$ cat src/fdbt_pkg.sv
package fdbt_pkg;

   localparam int PAGE_BYTES_LOG2 = 12;
   localparam int MAX_DIM = 4096;

   localparam int PAGE_W = 14;
   localparam int DIM_W = $clog2(MAX_DIM) + 1;
   localparam int FMT_W = 2;
   localparam int LINE_W = DIM_W + 2;
   localparam int DIVIDEND_W = PAGE_W + PAGE_BYTES_LOG2;
   localparam int DIV_CNT_W = $clog2(DIVIDEND_W);
   localparam int CSR_INDEX_W = 2;

   localparam int RECIP3_SHIFT = 17;
   localparam int PROD_W = LINE_W + RECIP3_SHIFT;
   localparam int RECIP3 = ((1 << RECIP3_SHIFT) + 2) / 3;

   localparam int QUEUE_DEPTH = 2;
   localparam int QPTR_W = $clog2(QUEUE_DEPTH);
   localparam int QCNT_W = $clog2(QUEUE_DEPTH + 1);

   localparam logic OP_PAGE_WRITE = 1'b0;
   localparam logic OP_QUERY = 1'b1;

   localparam logic [CSR_INDEX_W-1:0] CSR_FRAME_WIDTH = 2'd0;
   localparam logic [CSR_INDEX_W-1:0] CSR_FRAME_HEIGHT = 2'd1;
   localparam logic [CSR_INDEX_W-1:0] CSR_PIXEL_FORMAT = 2'd2;

   localparam logic [FMT_W-1:0] FMT_16BPP = 2'd0;
   localparam logic [FMT_W-1:0] FMT_24BPP = 2'd1;
   localparam logic [FMT_W-1:0] FMT_32BPP = 2'd2;

   localparam logic [DIM_W-1:0] RESET_WIDTH = DIM_W'(1024);
   localparam logic [DIM_W-1:0] RESET_HEIGHT = DIM_W'(768);

   typedef struct packed {
      logic              opcode;
      logic [PAGE_W-1:0] page_number;
   } item_type;

   typedef struct packed {
      logic                  done;
      logic [DIVIDEND_W-1:0] quotient;
      logic [LINE_W-1:0]     remainder;
   } div_result_type;

   function automatic logic [2:0] bytes_per_pixel(input logic [FMT_W-1:0] fmt);
      logic [2:0] bpp;
      case (fmt)
         FMT_16BPP: bpp = 3'd2;
         FMT_24BPP: bpp = 3'd3;
         default:   bpp = 3'd4;
      endcase
      return bpp;
   endfunction

   function automatic logic [DIM_W-1:0] clamp_dim(input logic [DIM_W-1:0] value);
      logic [DIM_W-1:0] result;
      if (value == '0) begin
         result = DIM_W'(1);
      end else if (value > DIM_W'(MAX_DIM)) begin
         result = DIM_W'(MAX_DIM);
      end else begin
         result = value;
      end
      return result;
   endfunction

endpackage

$ cat src/fdbt_front.sv
module fdbt_front
   import fdbt_pkg::*;
(
   input  logic              clock,
   input  logic              reset,
   input  logic              req_valid,
   output logic              req_stall,
   input  logic              req_opcode,
   input  logic [PAGE_W-1:0] req_page_number,
   output logic              q_valid,
   output item_type          q_item,
   input  logic              q_pop
);

   item_type              entry_ff [QUEUE_DEPTH];
   logic [QPTR_W-1:0]     wr_ptr_ff, wr_ptr_in;
   logic [QPTR_W-1:0]     rd_ptr_ff, rd_ptr_in;
   logic [QCNT_W-1:0]     count_ff, count_in;
   logic                  push;
   item_type              new_item;

   assign req_stall = (count_ff == QCNT_W'(QUEUE_DEPTH));
   assign push = req_valid && !req_stall;
   assign q_valid = (count_ff != '0);
   assign q_item = entry_ff[rd_ptr_ff];

   always_comb begin
      new_item.opcode = req_opcode;
      new_item.page_number = req_page_number;
      wr_ptr_in = wr_ptr_ff;
      rd_ptr_in = rd_ptr_ff;
      count_in = count_ff;
      if (push) begin
         wr_ptr_in = (wr_ptr_ff == QPTR_W'(QUEUE_DEPTH - 1)) ? '0 : wr_ptr_ff + 1'b1;
      end
      if (q_pop) begin
         rd_ptr_in = (rd_ptr_ff == QPTR_W'(QUEUE_DEPTH - 1)) ? '0 : rd_ptr_ff + 1'b1;
      end
      if (push && !q_pop) begin
         count_in = count_ff + 1'b1;
      end else if (!push && q_pop) begin
         count_in = count_ff - 1'b1;
      end
   end

   always_ff @(posedge clock) begin
      if (reset) begin
         wr_ptr_ff <= '0;
         rd_ptr_ff <= '0;
         count_ff <= '0;
      end else begin
         wr_ptr_ff <= wr_ptr_in;
         rd_ptr_ff <= rd_ptr_in;
         count_ff <= count_in;
      end
   end

   always_ff @(posedge clock) begin
      if (push) begin
         entry_ff[wr_ptr_ff] <= new_item;
      end
   end

endmodule

$ cat src/fdbt_divider.sv
module fdbt_divider
   import fdbt_pkg::*;
(
   input  logic                  clock,
   input  logic                  reset,
   input  logic                  start,
   input  logic [DIVIDEND_W-1:0] dividend,
   input  logic [LINE_W-1:0]     divisor,
   output div_result_type        result
);

   logic [LINE_W-1:0]     rem_ff, rem_in;
   logic [DIVIDEND_W-1:0] quo_ff, quo_in;
   logic [LINE_W-1:0]     divisor_ff, divisor_in;
   logic [DIV_CNT_W-1:0]  cnt_ff, cnt_in;
   logic                  busy_ff, busy_in;
   logic                  done_ff, done_in;
   logic [LINE_W:0]       trial;
   logic [LINE_W:0]       diff;
   logic                  fits;

   assign trial = {rem_ff, quo_ff[DIVIDEND_W-1]};
   assign diff = trial - {1'b0, divisor_ff};
   assign fits = (trial >= {1'b0, divisor_ff});

   assign result.done = done_ff;
   assign result.quotient = quo_ff;
   assign result.remainder = rem_ff;

   always_comb begin
      rem_in = rem_ff;
      quo_in = quo_ff;
      divisor_in = divisor_ff;
      cnt_in = cnt_ff;
      busy_in = busy_ff;
      done_in = 1'b0;
      if (start) begin
         rem_in = '0;
         quo_in = dividend;
         divisor_in = divisor;
         cnt_in = '0;
         busy_in = 1'b1;
      end else if (busy_ff) begin
         rem_in = fits ? diff[LINE_W-1:0] : trial[LINE_W-1:0];
         quo_in = {quo_ff[DIVIDEND_W-2:0], fits};
         cnt_in = cnt_ff + 1'b1;
         if (cnt_ff == DIV_CNT_W'(DIVIDEND_W - 1)) begin
            busy_in = 1'b0;
            done_in = 1'b1;
         end
      end
   end

   always_ff @(posedge clock) begin
      if (reset) begin
         busy_ff <= 1'b0;
         done_ff <= 1'b0;
         cnt_ff <= '0;
      end else begin
         busy_ff <= busy_in;
         done_ff <= done_in;
         cnt_ff <= cnt_in;
      end
   end

   always_ff @(posedge clock) begin
      rem_ff <= rem_in;
      quo_ff <= quo_in;
      divisor_ff <= divisor_in;
   end

endmodule

$ cat src/fdbt_back.sv
module fdbt_back
   import fdbt_pkg::*;
(
   input  logic                   clock,
   input  logic                   reset,
   input  logic                   q_valid,
   input  item_type               q_item,
   output logic                   q_pop,
   input  logic                   csr_write_enable,
   input  logic [CSR_INDEX_W-1:0] csr_index,
   input  logic [DIM_W-1:0]       csr_write_data,
   output logic                   rsp_valid,
   input  logic                   rsp_stall,
   output logic                   rsp_box_present,
   output logic [DIM_W-1:0]       rsp_left_col,
   output logic [DIM_W-1:0]       rsp_top_row,
   output logic [DIM_W-1:0]       rsp_right_col,
   output logic [DIM_W-1:0]       rsp_bottom_row
);

   typedef enum logic [3:0] {
      ST_IDLE = 4'b0001,
      ST_DIV  = 4'b0010,
      ST_COL  = 4'b0100,
      ST_UPD  = 4'b1000
   } state_type;

   state_type          state_ff, state_in;
   logic [DIM_W-1:0]   width_ff, width_in;
   logic [DIM_W-1:0]   height_ff, height_in;
   logic [FMT_W-1:0]   fmt_ff, fmt_in;
   logic               box_valid_ff, box_valid_in;
   logic [DIM_W-1:0]   box_left_ff, box_left_in;
   logic [DIM_W-1:0]   box_top_ff, box_top_in;
   logic [DIM_W-1:0]   box_right_ff, box_right_in;
   logic [DIM_W-1:0]   box_bottom_ff, box_bottom_in;
   logic [PROD_W-1:0]  prod_ff, prod_in;
   logic               row_ok_ff, row_ok_in;
   logic [DIM_W-1:0]   row_ff, row_in;
   logic               rsp_valid_ff, rsp_valid_in;
   logic               rsp_present_ff, rsp_present_in;
   logic [DIM_W-1:0]   rsp_left_ff, rsp_left_in;
   logic [DIM_W-1:0]   rsp_top_ff, rsp_top_in;
   logic [DIM_W-1:0]   rsp_right_ff, rsp_right_in;
   logic [DIM_W-1:0]   rsp_bottom_ff, rsp_bottom_in;
   logic               div_start;
   logic [DIVIDEND_W-1:0] div_dividend;
   logic [LINE_W-1:0]  div_divisor;
   div_result_type     div_result;
   logic               rsp_free;
   logic [LINE_W-1:0]  col_wide;
   logic [DIM_W-1:0]   col;
   logic [DIM_W-1:0]   col_end;
   logic [DIM_W-1:0]   row_end;

   assign rsp_free = !rsp_valid_ff || !rsp_stall;
   assign div_dividend = {q_item.page_number, PAGE_BYTES_LOG2'(0)};
   assign div_divisor = LINE_W'({2'b00, width_ff} * LINE_W'(bytes_per_pixel(fmt_ff)));

   fdbt_divider u_divider (
      .clock    (clock),
      .reset    (reset),
      .start    (div_start),
      .dividend (div_dividend),
      .divisor  (div_divisor),
      .result   (div_result)
   );

   always_comb begin
      case (fmt_ff)
         FMT_16BPP: col_wide = div_result.remainder >> 1;
         FMT_24BPP: col_wide = prod_ff[PROD_W-1:RECIP3_SHIFT];
         default:   col_wide = div_result.remainder >> 2;
      endcase
      col = col_wide[DIM_W-1:0];
      col_end = col + 1'b1;
      row_end = row_ff + 1'b1;
   end

   always_comb begin
      state_in = state_ff;
      q_pop = 1'b0;
      div_start = 1'b0;
      width_in = width_ff;
      height_in = height_ff;
      fmt_in = fmt_ff;
      box_valid_in = box_valid_ff;
      box_left_in = box_left_ff;
      box_top_in = box_top_ff;
      box_right_in = box_right_ff;
      box_bottom_in = box_bottom_ff;
      prod_in = prod_ff;
      row_ok_in = row_ok_ff;
      row_in = row_ff;
      rsp_valid_in = rsp_valid_ff && rsp_stall;
      rsp_present_in = rsp_present_ff;
      rsp_left_in = rsp_left_ff;
      rsp_top_in = rsp_top_ff;
      rsp_right_in = rsp_right_ff;
      rsp_bottom_in = rsp_bottom_ff;

      case (state_ff)
         ST_IDLE: begin
            if (q_valid) begin
               if (q_item.opcode == OP_QUERY) begin
                  if (rsp_free) begin
                     q_pop = 1'b1;
                     rsp_valid_in = 1'b1;
                     rsp_present_in = box_valid_ff;
                     rsp_left_in = box_valid_ff ? box_left_ff : '0;
                     rsp_top_in = box_valid_ff ? box_top_ff : '0;
                     rsp_right_in = box_valid_ff ? box_right_ff : '0;
                     rsp_bottom_in = box_valid_ff ? box_bottom_ff : '0;
                     box_valid_in = 1'b0;
                  end
               end else begin
                  q_pop = 1'b1;
                  div_start = 1'b1;
                  state_in = ST_DIV;
               end
            end
         end
         ST_DIV: begin
            if (div_result.done) begin
               state_in = ST_COL;
            end
         end
         ST_COL: begin
            prod_in = PROD_W'(div_result.remainder) * PROD_W'(RECIP3);
            row_ok_in = (div_result.quotient < DIVIDEND_W'(height_ff));
            row_in = div_result.quotient[DIM_W-1:0];
            state_in = ST_UPD;
         end
         ST_UPD: begin
            if (row_ok_ff) begin
               if (!box_valid_ff) begin
                  box_valid_in = 1'b1;
                  box_left_in = col;
                  box_top_in = row_ff;
                  box_right_in = col_end;
                  box_bottom_in = row_end;
               end else begin
                  if (col < box_left_ff) begin
                     box_left_in = col;
                  end
                  if (row_ff < box_top_ff) begin
                     box_top_in = row_ff;
                  end
                  if (col_end > box_right_ff) begin
                     box_right_in = col_end;
                  end
                  if (row_end > box_bottom_ff) begin
                     box_bottom_in = row_end;
                  end
               end
            end
            state_in = ST_IDLE;
         end
         default: begin
            state_in = ST_IDLE;
         end
      endcase

      if (csr_write_enable) begin
         case (csr_index)
            CSR_FRAME_WIDTH: begin
               width_in = clamp_dim(csr_write_data);
               box_valid_in = 1'b0;
            end
            CSR_FRAME_HEIGHT: begin
               height_in = clamp_dim(csr_write_data);
               box_valid_in = 1'b0;
            end
            CSR_PIXEL_FORMAT: begin
               fmt_in = (csr_write_data[FMT_W-1:0] > FMT_32BPP) ? FMT_32BPP
                                                                : csr_write_data[FMT_W-1:0];
               box_valid_in = 1'b0;
            end
            default: begin
            end
         endcase
      end
   end

   always_ff @(posedge clock) begin
      if (reset) begin
         state_ff <= ST_IDLE;
         width_ff <= RESET_WIDTH;
         height_ff <= RESET_HEIGHT;
         fmt_ff <= FMT_32BPP;
         box_valid_ff <= 1'b0;
         box_left_ff <= '0;
         box_top_ff <= '0;
         box_right_ff <= '0;
         box_bottom_ff <= '0;
         rsp_valid_ff <= 1'b0;
      end else begin
         state_ff <= state_in;
         width_ff <= width_in;
         height_ff <= height_in;
         fmt_ff <= fmt_in;
         box_valid_ff <= box_valid_in;
         box_left_ff <= box_left_in;
         box_top_ff <= box_top_in;
         box_right_ff <= box_right_in;
         box_bottom_ff <= box_bottom_in;
         rsp_valid_ff <= rsp_valid_in;
      end
   end

   always_ff @(posedge clock) begin
      prod_ff <= prod_in;
      row_ok_ff <= row_ok_in;
      row_ff <= row_in;
      rsp_present_ff <= rsp_present_in;
      rsp_left_ff <= rsp_left_in;
      rsp_top_ff <= rsp_top_in;
      rsp_right_ff <= rsp_right_in;
      rsp_bottom_ff <= rsp_bottom_in;
   end

   assign rsp_valid = rsp_valid_ff;
   assign rsp_box_present = rsp_present_ff;
   assign rsp_left_col = rsp_left_ff;
   assign rsp_top_row = rsp_top_ff;
   assign rsp_right_col = rsp_right_ff;
   assign rsp_bottom_row = rsp_bottom_ff;

endmodule

$ cat src/framebuffer_dirty_box_tracker_unit.sv
// Dirty bounding-box tracker for a packed-pixel framebuffer.
// The request channel (req_) carries an opcode and a page number. A page-write
// transfer widens the dirty box to cover the first pixel of that page if its row
// is in the frame. A query gives one response (rsp_) with the box and clears it.
// A two-entry queue sits between the request side and the execution side, so
// requests are taken while the execution side works or the response waits.
// A page write passes through the execution side: the row comes from
// a restoring divider by the line length that yields one quotient bit per
// cycle over the 26-bit byte offset, followed by a column step and an update.
// A query's response is registered, appearing in the cycle after it leaves the
// queue. Writes through the csr_ port set width, height and pixel format
// and clear the box; they are expected only while the block is idle.
// Reset empties the queue, drops any response and clears the box, and the
// configuration returns to 1024 by 768 at 32 bits per pixel.
// While rsp_stall is high the response register holds; queries then wait in
// the queue, and req_stall rises once the queue is full.
module framebuffer_dirty_box_tracker_unit
   import fdbt_pkg::*;
(
   input  logic                   clock,
   input  logic                   reset,
   input  logic                   req_valid,
   output logic                   req_stall,
   input  logic                   req_opcode,
   input  logic [PAGE_W-1:0]      req_page_number,
   output logic                   rsp_valid,
   input  logic                   rsp_stall,
   output logic                   rsp_box_present,
   output logic [DIM_W-1:0]       rsp_left_col,
   output logic [DIM_W-1:0]       rsp_top_row,
   output logic [DIM_W-1:0]       rsp_right_col,
   output logic [DIM_W-1:0]       rsp_bottom_row,
   input  logic                   csr_write_enable,
   input  logic [CSR_INDEX_W-1:0] csr_index,
   input  logic [DIM_W-1:0]       csr_write_data
);

   logic     q_valid;
   item_type q_item;
   logic     q_pop;

   fdbt_front u_front (
      .clock           (clock),
      .reset           (reset),
      .req_valid       (req_valid),
      .req_stall       (req_stall),
      .req_opcode      (req_opcode),
      .req_page_number (req_page_number),
      .q_valid         (q_valid),
      .q_item          (q_item),
      .q_pop           (q_pop)
   );

   fdbt_back u_back (
      .clock            (clock),
      .reset            (reset),
      .q_valid          (q_valid),
      .q_item           (q_item),
      .q_pop            (q_pop),
      .csr_write_enable (csr_write_enable),
      .csr_index        (csr_index),
      .csr_write_data   (csr_write_data),
      .rsp_valid        (rsp_valid),
      .rsp_stall        (rsp_stall),
      .rsp_box_present  (rsp_box_present),
      .rsp_left_col     (rsp_left_col),
      .rsp_top_row      (rsp_top_row),
      .rsp_right_col    (rsp_right_col),
      .rsp_bottom_row   (rsp_bottom_row)
   );

   assert property (@(posedge clock) disable iff (reset) q_pop |-> q_valid)
      else $error("Queue popped while empty.");

   assert property (@(posedge clock) disable iff (reset)
      (rsp_valid && !rsp_box_present) |->
         (rsp_left_col == '0 && rsp_top_row == '0 &&
          rsp_right_col == '0 && rsp_bottom_row == '0))
      else $error("Empty box response carries nonzero coordinates.");

   assert property (@(posedge clock) disable iff (reset)
      (rsp_valid && rsp_box_present) |->
         (rsp_right_col > rsp_left_col && rsp_bottom_row > rsp_top_row))
      else $error("Dirty box response has inverted bounds.");

   assert property (@(posedge clock) (!reset && $past(reset)) |-> !rsp_valid)
      else $error("Response valid right after reset.");

endmodule

$ cat config.mk
export PLATFORM = sky130hd
export DESIGN_NAME = framebuffer_dirty_box_tracker_unit
export DESIGN_NICKNAME = d
export VERILOG_FILES = /design/src/fdbt_pkg.sv /design/src/fdbt_front.sv /design/src/fdbt_divider.sv /design/src/fdbt_back.sv /design/src/framebuffer_dirty_box_tracker_unit.sv
export SDC_FILE = /design/constraint.sdc
export NUM_CORES = 1
export LEC_CHECK = 0
export BUFFER_PORTS_ARGS = -buffer_cell sky130_fd_sc_hd__buf_2
export CORE_ASPECT_RATIO = 0.7
export CORE_MARGIN = 2
export CORE_UTILIZATION = 35
export DETAILED_ROUTE_END_ITERATION = 7
export GPL_ROUTABILITY_DRIVEN = 0
export MAX_ROUTING_LAYER = met4
export SETUP_SLACK_MARGIN = 0.4
export SYNTH_ARGS = -nofsm -noshare
export SYNTH_HDL_FRONTEND = slang
export SYNTH_SLANG_ARGS = --single-unit
$ cat constraint.sdc
create_clock -name clock -period 17.6 [get_ports clock]
set_clock_uncertainty 0.2 [all_clocks]
set_input_delay 5.28 -clock clock [delete_from_list [all_inputs] [get_ports clock]]
set_output_delay 5.28 -clock clock [all_outputs]
set_load 0.02 [all_outputs]
Word level (Yosys, flattened, before mapping)
Memories as Yosys holds them, arrays and structs flattened. A register that Yosys moved wholly into a read port is not among the register bits.
Index checks and enable logic that the tools add are counted.
{ "totals": {"ff_bits": 250, "ramBits": 30, "out_inout_bits": 55, "wordCells": 142, "memories": 1} }
{ "classes": {"addsub": 8, "multipliers": 2, "order_cmp": 8, "n_eq_ne": 16, "muxes": 50, "n_bitwise": 1, "n_reduce_logical": 28} }
{ "mem_list": {"columns": ["memory", "depth", "width", "rd", "rd_ports_with_merged_regs", "wr", "line_no", "rtl"], "rows": [
  ["u_front.entry_ff", 2, 15, 1, 1, 1, "fdbt_front.sv:15", "item_type entry_ff [QUEUE_DEPTH];"]
]} }
{ "ops": {"columns": ["op", "n"], "rows": [
  ["13-bit 2-to-1 mux", 10],
  ["26-bit 2-to-1 mux", 2],
  ["15-bit by 16-bit multiplier with 30-bit output, second input constant", 1],
  ["1-bit 2-to-1 mux", 27],
  ["13-bit by 1-bit adder with 13-bit output, second input constant", 2],
  ["13-bit > comparator", 2],
  ["13-bit < comparator", 2],
  ["26-bit by 13-bit < comparator with 1-bit output", 1],
  ["13-bit one-hot mux with 2 select lines", 1],
  ["16-bit by 15-bit >= comparator with 1-bit output", 1],
  ["13-bit by 3-bit multiplier with 15-bit output", 1],
  ["15-bit 2-to-1 mux", 1],
  ["3-bit AND reduction", 5],
  ["15-bit subtractor", 1],
  ["2-bit inequality test, second input constant", 7],
  ["13-bit > comparator, second input constant", 1],
  ["13-bit logical NOT", 1],
  ["4-bit 2-to-1 mux", 3],
  ["4-bit one-hot mux with 3 select lines", 1],
  ["2-bit 2-to-1 mux", 3],
  ["3-bit one-hot mux with 2 select lines", 1],
  ["2-bit AND reduction", 3],
  ["2-bit nonzero test", 3],
  ["3-bit OR reduction", 2],
  ["other kinds (20)", 31]
]} }

Logic depth before layout (Yosys ltp)
Gate-level depths: netlist (run 1).
{ "depth": {"word_depth": 9, "mapped_depth": 20, "mapped_depth_nobuf": 18} }

Hierarchy
A second synthesis (run 1) with hierarchy kept.
{ "hier_totals": {"cells_unflattened": 1664, "area_unflattened_um2": 17404.2} }
{ "modules_own_cells": {"columns": ["module", "instances", "cells_per_inst", "area_per_inst_um2", "seq_area_each_um2"], "rows": [
  ["fdbt_back", 1, 1275, 12683.4, 4124.0],
  ["fdbt_divider", 1, 317, 3419.5, 1671.6],
  ["fdbt_front", 1, 72, 1301.2, 1001.0]
]} }

Worst setup path before layout (run 1)
OpenSTA, ideal clock, no wires.
{ "synth_timing": {"kind": "input to register", "start": "input rsp_stall", "end": "register u_back.rsp_bottom_ff[0], in the netlist u_back.rsp_bottom_row[0], enable pin", "setup_time_ns": 0.483, "arrival_ns": 7.842, "setup_slack_ns": 9.075, "path_stages": 1, "cell_sequence": "a21oi_1"} }
{ "synth_via": {"elab_chain_cells": 3} }
{ "synth_lines": {"columns": ["element", "line_no", "rtl"], "rows": [
  ["from (decl)", "framebuffer_dirty_box_tracker_unit.sv:27", "input logic rsp_stall,"],
  ["1-bit logical NOT", "fdbt_back.sv:56", "assign rsp_free = !rsp_valid_ff || !rsp_stall;"],
  ["1-bit logical OR", "fdbt_back.sv:56", null],
  ["4-bit AND reduction (no source line)", null, null],
  ["to (signal assigned)", "fdbt_back.sv:219", "rsp_bottom_ff <= rsp_bottom_in;"],
  ["to (decl)", "fdbt_back.sv:45", "logic [DIM_W-1:0] rsp_bottom_ff, rsp_bottom_in;"]
]} }
No other way between the ends.
A chain may end at the register's enable or synchronous reset.

==> flow_summary.ini, run 1 <==
[yosys]
yosys-mux-area-fraction_pct = 5.53
ys_types = 73
synth_compound_area_share_pct = 10.6
yosys_warnings = 0
synthFlopType = edfxtp_1
synth-edff-count = 139
avgSynthCellArea_um2 = 10.2
syn_inst = 1695
syn-num-nets = 1998
synth_seq_cells = 264
async_flop_share_pct = 0
synth-xor-area-share_pct = 3.70
synth_top_family_by_area = adder cells
synth-simple-area-share_pct = 13.5
ys_seq_area_share_pct = 38.7
synthAdderAreaFrac_pct = 22.1
syn-cell-area_mm2 = 0.0173

[sta]
rsz0062_at_grt = false
hold_viol = 0
finalSetupTns_ns = 0
setup_viol = 0
period_minus_slack_ns = 6.84
fin_crit_sh_pct = 38.9
drv_slew = 0
worst_pin_slew_ns = 1.25
fmaxAchievable_mhz = 146
max_slew_margin_pct = 16.9

[min_path]
worstHoldStart = u_back.height_ff[11]
hold_depth = 2
hold_path_class = register to register
whs_endpoint = u_back.height_ff[11]

[place]
dp_hpwl_um = 28900
port_buffers = 89

[routing]
dr.pass1.iters = 8
viasPerCell = 5.00
wl_um = 38000
routed-via-count = 12200
wl_per_cell_um = 15.6
ant_nets = 0
drc_errors = 0
drt-initial-drc-count = 916

[die]
fp-row-count = 68
ios = 90
die-width_um = 269
die-area_mm2 = 0.0511
start_util_pct = 35.2
die_h_um = 190
core_mm2 = 0.0490

[cells_and_area]
layout_common_cells = ha_1, inv_1, edfxtp_1, dfxtp_1, nand2_1
antenna_cells = 0
nNetsFinal = 2054
synthToLayoutAreaGrowth_pct = 11.0
fillers = 4817
drive_gt1_share_pct = 10.2
layout_commonest_cell = ha_1

[worst_setup_path]
arrival_ns = 7.11
r2r_end = u_back.prod_ff[29]
cp.required_ns = 17.86
reg2reg_depth = 18
cp_max_fo = 41
reg2reg_from = u_back.u_divider.rem_ff[11]
start_kind = primary input
r2r_slack_ns = 10.81
cp-end-kind = register
crit_type = primary input to register

[clock_tree]
cts_setup_buffers = 0
cts_buffers = 26
hold_buffers = 0
cts.path.max_buffers = 3
clock-root-buffer = clkbuf_16
htree_num_levels = 1
clock_latency_ns = 0.55
tritoncts = done
cts.clk_slew.worst_paths_ns = 0.07
ctsResizeCount = 0
cts_sinks = 264

[run]
cap_violations = 0

[global_route]
gr-total-overflow = 0
grt_max_degree = 62
grt_pass1_wl_um = 62300
grt_usage_pct = 15.3
grt_pass1_vias = 11800
antenna_found_initial = 0

[outcome]
status = complete, no violations
## cell usage after synthesis (31+ instances only)
cell type / count / area, um^2
mux2i_1: 83 / 831
a21oi_1: 83 / 415
edfxtp_1: 139 / 4170
nor2_1: 92 / 345
fa_1: 61 / 1220
o21ai_0: 54 / 270
clkbuf_1: 56 / 210
xor2_1: 31 / 272
xnor2_1: 42 / 368
ha_1: 207 / 2590
nand2_1: 114 / 428
and2_1: 70 / 438
dfxtp_1: 125 / 2500
nand3_1: 53 / 265
inv_1: 181 / 679
## worst max-delay path by stage
stage                                           start                  endpoint  slack [ns]  cells past startpoint
after CTS                         u_front.count_ff[0]                 req_stall       10.75                      3
after global routing      u_back.u_divider.rem_ff[11]        u_back.prod_ff[28]       10.59                     18
after floorplan                             rsp_stall  u_back.rsp_bottom_row[0]        9.08                      1
after detailed placement                        reset     u_back.box_left_ff[9]       10.26                      6
after global placement                          reset     u_back.box_left_ff[9]       10.33                      6
final                                           reset    u_back.box_left_ff[10]       10.76                      6
## layout make-up
cell class,instances,area (um^2),share of cell area [%]
Inverter,183,687,3.59
Timing Repair Buffer,101,536,2.80
Sequential cell,264,6680,34.9
Clock buffer,33,697,3.64
Clock inverter,15,135,0.705
Tap cell,665,832,4.34
Multi-Input combinational cell,1175,9590,50.1
## critical path, stage by stage
cell and delay [ns]:
buf_2 0.10, buf_4 0.24, buf_4 0.34, nor2_1 0.82, nand3_1 0.15, o211ai_1 0.15
## metal layers
metal | track usage, % | vias to the layer above | routed length, um
met5 | - | - | 0
met2 | 21.5 | 293 | 15300
met3 | 2.54 | 33 | 2000
li1 | - | 6050 | -
met1 | 23.2 | 5807 | 20300
met4 | 2.14 | 0 | 429
## registers in the layout, summed over array words and instances, names as in the netlist, 2 cells and up, named ones only
signal and cells:
u_back.box_bottom_ff 13, u_back.box_left_ff 13, u_back.box_right_ff 13, u_back.box_top_ff 13
u_back.fmt_ff 2, u_back.height_ff 13, u_back.prod_ff 13, u_back.row_ff 13
u_back.rsp_bottom_row 13, u_back.rsp_left_col 13, u_back.rsp_right_col 13, u_back.rsp_top_row 13
u_back.state_ff 4, u_back.u_divider.cnt_ff 5, u_back.u_divider.divisor_ff 15, u_back.u_divider.quo_ff 26
u_back.u_divider.rem_ff 15, u_back.width_ff 13, u_front.count_ff 2, u_front.entry_ff 30
## metrics by stage
step	std cells	hold slack [ns]	util [%]	setup slack, ns	cell area [um^2]
3_5_place_dp	2388	0.252	37.4	10.26	18300
4_1_cts	2436	0.261	39.1	10.75	19200
3_3_place_gp	2388	0.248	37.4	10.33	18300
5_1_grt	2436	0.293	39.1	10.59	19200
6_report	2436	0.257	39.1	10.76	19200
2_1_floorplan	1695	0.236	-	9.08	17300
## cells by family (layout without fill, tap and decap cells)
kind of cell,after synthesis,after routing
buffers and inverters,256,332
AO/OA/AOI/OAI,280,280
flip-flops,264,264
multiplexers,94,94
XOR/XNOR,73,73
adder cells (fa/ha/maj),268,268
AND/OR/NAND/NOR,460,460
Power of run 1 is left out: the tool's default activity adds up to more than one toggle a clock period on the data nets, which glitch-free logic cannot reach.
==> run 2: changes to the inputs <==
==> constraint.sdc (replaced) <==
create_clock -name clock -period 6.2 [get_ports clock]
set_clock_uncertainty 0.2 [all_clocks]
set_input_delay 1.86 -clock clock [delete_from_list [all_inputs] [get_ports clock]]
set_output_delay 1.86 -clock clock [all_outputs]
set_load 0.02 [all_outputs]
==> run 2 against run 1 <==
Net effect: flip-flop and latch count is the same; non-clock buffer count grew 17; critical path type is now register to register; sequential share of layout area shrank 0.37 points; count of clock-buffer cells in the layout grew 7.
==> flow_summary.ini, run 2 (same netlist as run 1, synthesis figures left out) <==
[global_route]
grt_pass1_wl_um = 62800
grt.met3_usage_pct = 2.25
gr-total-overflow = 0
grt_usage_pct = 15.5
grt.busiest_layer = met1
antenna_found_initial = 0
gr-usage-met2_pct = 21.0
grt_pass1_vias = 11600
grt_max_degree = 49
gr-usage-met1_pct = 24.3

[die]
die-area_mm2 = 0.0511
core_mm2 = 0.0490
ios = 90
die-width_um = 269
fp-row-count = 68
die_h_um = 190
start_util_pct = 35.2

[sta]
setup_viol = 0
max_slew_margin_pct = 21.0
fmaxAchievable_mhz = 177
finalSetupTns_ns = 0
fin_crit_sh_pct = 90.9
period_minus_slack_ns = 5.64
rsz0062_at_grt = true
drv_slew = 0
hold_viol = 0
worst_pin_slew_ns = 1.18

[cells_and_area]
layout_commonest_cell = ha_1
layout_common_cells = ha_1, inv_1, edfxtp_1, dfxtp_1, nand2_1
top_regs = u_front.entry_ff x30, u_back.u_divider.quo_ff x26
fillers = 4806
final_cells = 2451
drive_gt1_share_pct = 11.4
synthToLayoutAreaGrowth_pct = 12.3
largest_register_ffs = 30
largest_register = u_front.entry_ff
antenna_cells = 0
nNetsFinal = 2070

[min_path]
hold_path_class = register to register

[routing]
dr.pass1.iters = 5
viasPerCell = 4.98
routed-via-count = 12200
ant_nets = 0
wl_um = 38300
drt-initial-drc-count = 918
drc_errors = 0
wl_per_cell_um = 15.6

[clock_tree]
cts_setup_buffers = 0
htree_num_levels = 1
cts.clk_slew.worst_paths_ns = 0.06
tritoncts = done
cts_buffers = 25
clock_latency_ns = 0.55
cts_sinks = 264
cts.path.max_buffers = 3
hold_buffers = 0
clock-root-buffer = clkbuf_16

[worst_setup_path]
crit_family = adder cells
slowest_stage = fa_1
worstPathCellList = ha_1 > fa_1 > inv_1 > fa_1 > inv_1 > fa_1 > inv_1 > fa_1 > inv_1 > fa_1 > ha_4 > o21ai_2 > nor2_1 > nor3_2 > buf_4 > nor2_1 > a41o_2 > o221a_2 > xnor2_1
start_kind = register
cp.required_ns = 6.30
cp-end-kind = register
critPathBufInv = 5
max_stage_delay_ns = 0.58
arrival_ns = 5.73
critical_path.most_common_cell = fa_1
crit_type = register to register
cp_max_fo = 4

[place]
place_inst = 2405
port_buffers = 89
dp_hpwl_um = 29600

[outcome]
status = complete, no violations

[run]
cap_violations = 0
run 2: changes by cell type in the layout (fill, tap and decap cells not counted), moves of 2 or more:
cell | previous run | this run
ha_4 | 0 | 2
nor3_1 | 22 | 20
clkinvlp_4 | 2 | 0
clkinv_2 | 8 | 2
nor3_2 | 0 | 2
clkinv_8 | 2 | 0
clkbuf_16 | 26 | 28
clkbuf_1 | 5 | 9
ha_1 | 207 | 205
dfxtp_1 | 123 | 120
dfxtp_2 | 2 | 5
buf_4 | 12 | 29
run 2: metrics by stage:
stage | utilization (%) | instance area, um^2 | hold slack [ns] | setup slack, ns
2_1_floorplan | - | 17300 | 0.236 | 0.525
3_3_place_gp | 37.7 | 18500 | 0.251 | 0.315
3_5_place_dp | 37.7 | 18500 | 0.248 | 0.280
4_1_cts | 39.4 | 19300 | 0.257 | 0.405
5_1_grt | 39.5 | 19400 | 0.282 | 0.340
6_report | 39.5 | 19400 | 0.257 | 0.561
run 2: path summary, 6_finish.rpt:
| check | from | endpoint | slack (ns) | cells past startpoint |
|---|---|---|---|---|
| worst max-delay path | u_back.u_divider.rem_ff[12] | u_back.prod_ff[29] | 0.56 | 19 |
| worst min-delay path | u_back.height_ff[3] | u_back.height_ff[3] | 0.26 | 2 |
| worst max register to register | u_back.u_divider.rem_ff[12] | u_back.prod_ff[29] | 0.56 | 19 |
| worst min register to register | u_back.height_ff[3] | u_back.height_ff[3] | 0.26 | 2 |
run 2: area by class of cell:
| class | count | area [um^2] | area share (%) |
|---|---|---|---|
| Clock buffer | 40 | 776 | 4.00 |
| Clock inverter | 6 | 87.6 | 0.452 |
| Inverter | 183 | 687 | 3.55 |
| Multi-Input combinational cell | 1175 | 9650 | 49.8 |
| Sequential cell | 264 | 6680 | 34.5 |
| Tap cell | 665 | 832 | 4.29 |
| Timing Repair Buffer | 118 | 663 | 3.42 |
run 2: tightest hold or removal path: cells and delay by family (launching register included):
family,cells,cell delay [ns]
compound gates,1,0.05
flops,1,0.31
simple gates,1,0.05
run 2: routing by layer:
layer,up-vias,part of all wire (%)
met5,-,0
met4,0,1.3
met3,33,5.2
met2,231,39
met1,5850,54
li1,6091,-
run 2: timing repair:
action | 4_1_cts | 5_1_grt
endpoints found under the hold margin | 0 | 0
endpoints found under the setup margin | 2 | 7
gates resized for setup | 5 | 9
pin swaps | 0 | 2
Power of run 2 is left out for the same reason.
